===== src/sv/iheap_ram.sv =====
// ----------------------------------------------------------------------------
// iheap_ram
// Generic single-write, single-read synchronous RAM with registered read.
// ----------------------------------------------------------------------------
`timescale 1ns / 1ps
`default_nettype none
module iheap_ram #(
  parameter int unsigned WIDTH = 8,
  parameter int unsigned DEPTH = 256
) (
  input  wire logic                     clk_i,
  input  wire logic                     we_i,
  input  wire logic [$clog2(DEPTH)-1:0] waddr_i,
  input  wire logic [WIDTH-1:0]         wdata_i,
  input  wire logic [$clog2(DEPTH)-1:0] raddr_i,
  output logic [WIDTH-1:0]              rdata_o
);

  logic [WIDTH-1:0] mem_q [DEPTH];

  always_ff @(posedge clk_i) begin
    if (we_i) begin
      mem_q[waddr_i] <= wdata_i;
    end
    rdata_o <= mem_q[raddr_i];
  end

endmodule
`default_nettype wire


===== config.mk =====
export PLATFORM = sky130hd
export DESIGN_NAME = iheap_ram
export DESIGN_NICKNAME = d
export VERILOG_FILES = /design/src/sv/iheap_ram.sv
export SDC_FILE = /design/constraint.sdc
export NUM_CORES = 2
export LEC_CHECK = 0
export BUFFER_PORTS_ARGS = -buffer_cell sky130_fd_sc_hd__buf_2
export CAP_MARGIN = 20
export CORE_ASPECT_RATIO = 0.8
export CORE_MARGIN = 10
export CORE_UTILIZATION = 44
export CTS_CLUSTER_SIZE = 16
export DETAILED_ROUTE_END_ITERATION = 8
export HOLD_SLACK_MARGIN = 0.06
export PLACE_DENSITY_LB_ADDON = 0.08
export SLEW_MARGIN = 25
export SYNTH_ARGS = -nofsm -noshare
export SYNTH_HDL_FRONTEND = slang
export SYNTH_SLANG_ARGS = --single-unit
export TNS_END_PERCENT = 50

===== constraint.sdc =====
create_clock -name clk_i -period 5.65 [get_ports clk_i]
set_input_delay 1.13 -clock clk_i [delete_from_list [all_inputs] [get_ports clk_i]]
set_output_delay 1.13 -clock clk_i [all_outputs]
set_load 0.03 [all_outputs]

==> reports/qor.yml <==
place:
  dpl.cell_count: 6067
  io_buffers: 33
  post-dp-hpwl_microns: 132000
  gp_congestion: 0.801
power:
  intPower_uw: 24800
  p_sw_share_pct: 21.2
  p_leak_uw: 0.0273
  p_switching_uw: 6670
  powerDensity_nw_per_um2: 353
  clockPowerShare_pct: 41.4
  power.share.combinational_pct: 5.1
  vdd_ir_drop_max_v: 0.000293
  power.total_uw: 31500
  power_frac_seq_pct: 53.5
route:
  viasPerCell: 6.03
  ant_nets: 0
  vias: 38800
  drtIter0Drc: 4535
  wirelength_microns: 212000
  drc: 0
  dr.pass1.iters: 5
  wl_per_cell_microns: 33.0
yosys:
  syn-mean-instance-area_sq_um: 21.3
  synth_async_sr_flop_share_pct: 0
  syn_inst: 3733
  syn_nets: 3759
  ys.flop_type: "edfxtp_1"
  synth_cell_types: 55
  synth-seq-cells: 2056
  yosysWarnings: 0
  yosysSeqAreaShare_pct: 77.5
  synth-edff-count: 2048
  netlist_area_sq_um: 79600
layout:
  fillerInstances: 14300
  synthToLayoutAreaGrowth_pct: 12.1
  nNetsFinal: 3896
  post_layout_nonfiller_instances: 6428
  drive_gt1_share_pct: 23.2
flow_run:
  drv_cap: 0
grt:
  grt_first_pass_wirelength_microns: 303000
  track_usage_pct: 21.2
  grt_max_degree: 177
  overflow: 0
  grt_pass1_vias: 39600
  antenna_found_initial: 15
cts:
  cts_resized: 0
  numCtsBuffers: 197
  cts_tree: "done"
  cts.sinks: 2056
  postCtsHoldBufs: 0
  clk_latency_ns: 0.82
  root_buffer: "clkbuf_16"
  clk_pin_slew_ns: 0.06
  cts_setup_buffers: 0
  clockBufferDepth: 3
  htreeDepth: 4
sta:
  min_period_ns: 3.94
  clock-skew-final_ns: 0.0314
  maxSlewHeadroom_pct: 21.7
  worstMarginPinSlew_ns: 1.17
  hold_viol: 0
  maxSlewViolCount: 0
  setup_violations: 0
  rsz0062_at_grt: "no"
  fin_crit_sh_pct: 69.7
  timing.fmax_ghz: 0.254
status:
  status: "completed"
worst_hold_path:
  hp-class: "input pin to register"
floorplanning:
  rows: 139
  die_h_microns: 400
  die_w_microns: 495
  die_area_sq_um: 198000
  io_pins: 34
  initial_core_util_pct: 44.3
  core_area_sq_um: 180000
setup_path:
  path_max_fanout: 73
  end_kind: "register"
  cp.required_ns: 6.36
  arrival_ns: 4.65
  worstSetupPathType: "input pin to register"
  critPathLaunchType: "input pin"
==> registers in the layout, summed over array words and instances (netlist names) <==
signal   flops
rdata_o      8
mem_q     2048
==> cell usage in the layout, fill, tap and decap left out, types with 13 or more instances in the layout <==
cell type / n
edfxtp_1: 2048
mux4_2: 454
nor2_1: 275
clkbuf_16: 204
mux2i_1: 134
a22oi_1: 133
buf_4: 117
a21oi_1: 96
clkinv_1: 52
o221ai_1: 46
clkbuf_1: 36
clkinv_2: 36
nand2_1: 32
nand3_1: 32
o22ai_1: 28
nor2b_1: 28
buf_2: 22
buf_12: 21
nor3_1: 20
bufinv_16: 20
a211oi_1: 16
nor4_2: 14
nor4_1: 13
a221oi_1: 13
==> layer usage <==
layer	part of all wire [%]	track usage [%]	vias up
li1	-	-	16000
met1	44	31.4	21000
met2	47	33.0	1500
met3	6.9	4.05	260
met4	1.9	4.25	2
met5	0.0042	0	-
==> cells in the mapped netlist (31+ instances only) <==
library cell | number | area (sq um)
clkbuf_1 | 111 | 417
o221ai_1 | 46 | 403
nand2_1 | 33 | 124
mux4_2 | 454 | 10200
edfxtp_1 | 2048 | 61500
mux2i_1 | 134 | 1340
nand3_1 | 34 | 170
a21oi_1 | 96 | 480
nor2b_1 | 31 | 194
nor2_1 | 282 | 1060
a22oi_1 | 133 | 998
buf_2 | 31 | 155
==> power by group through the flow <==
stage | logic [uW] | clock network [uW] | registers [uW]
floorplan | 817 | 0 | 17200
global placement | 1590 | 0 | 17200
detailed placement | 1630 | 0 | 17200
CTS | 1630 | 13300 | 16800
global route | 1700 | 13900 | 16800
finish | 1610 | 13100 | 16800
==> stage by stage <==
stage / hold slack [ns] / setup WS, ns / TNS (ns) / utilization, % / instance area (sq um)
floorplan: 0.770 / 2.58 / 0 / - / 79600
global placement: 1.18 / -0.0882 / -0.0882 / 46.0 / 82700
global route: 0.776 / 1.56 / 0 / 49.6 / 89200
CTS: 0.851 / 1.72 / 0 / 49.6 / 89100
detailed placement: 1.13 / 0.847 / 0 / 46.1 / 82800
finish: 0.800 / 1.71 / 0 / 49.6 / 89200
==> final timing paths <==
| path | from | end | slack (ns) | cells after the start |
|---|---|---|---|---|
| hold reg to reg | mem_q[165][6] | rdata_o[6] | 1.16 | 5 |
| hold / removal | wdata_i[1] | mem_q[196][1] | 0.80 | 1 |
| setup / recovery | raddr_i[1] | rdata_o[3] | 1.71 | 8 |
| setup reg to reg | mem_q[27][3] | rdata_o[3] | 2.57 | 7 |
==> critical path: stages <==
cell and delay [ns]:
buf_8 0.57, nand2_1 0.68, buf_4 0.40, o221ai_1 0.42
a21oi_1 0.15, o32ai_1 0.59, nor3_1 0.27, nor4_1 0.31
==> final cells by class <==
type                       count  area [sq um]  area share [%]
clock inverter               117          1060            1.19
timing repair buffer         171          1580            1.77
sequential                  2056         61700            69.2
inverter                       2          7.51         0.00842
multi-input combinational   1442         16600            18.6
clock buffer                 242          5270            5.91
antenna                        1          2.50         0.00281
tap                         2397          3000            3.36
==> logic make-up (layout without fill, tap and decap cells) <==
group                  after synthesis  in the layout  share of synthesized area (%)
buffers and inverters              235            532                           1.83
and+or+nand+nor                    466            466                           2.63
DFF                               2056           2056                           77.5
AOI/OAI and AO/OA                  385            385                           3.42
other                                0              1                              0
muxes                              591            591                           14.6
(Power assumes the default switching activity.)
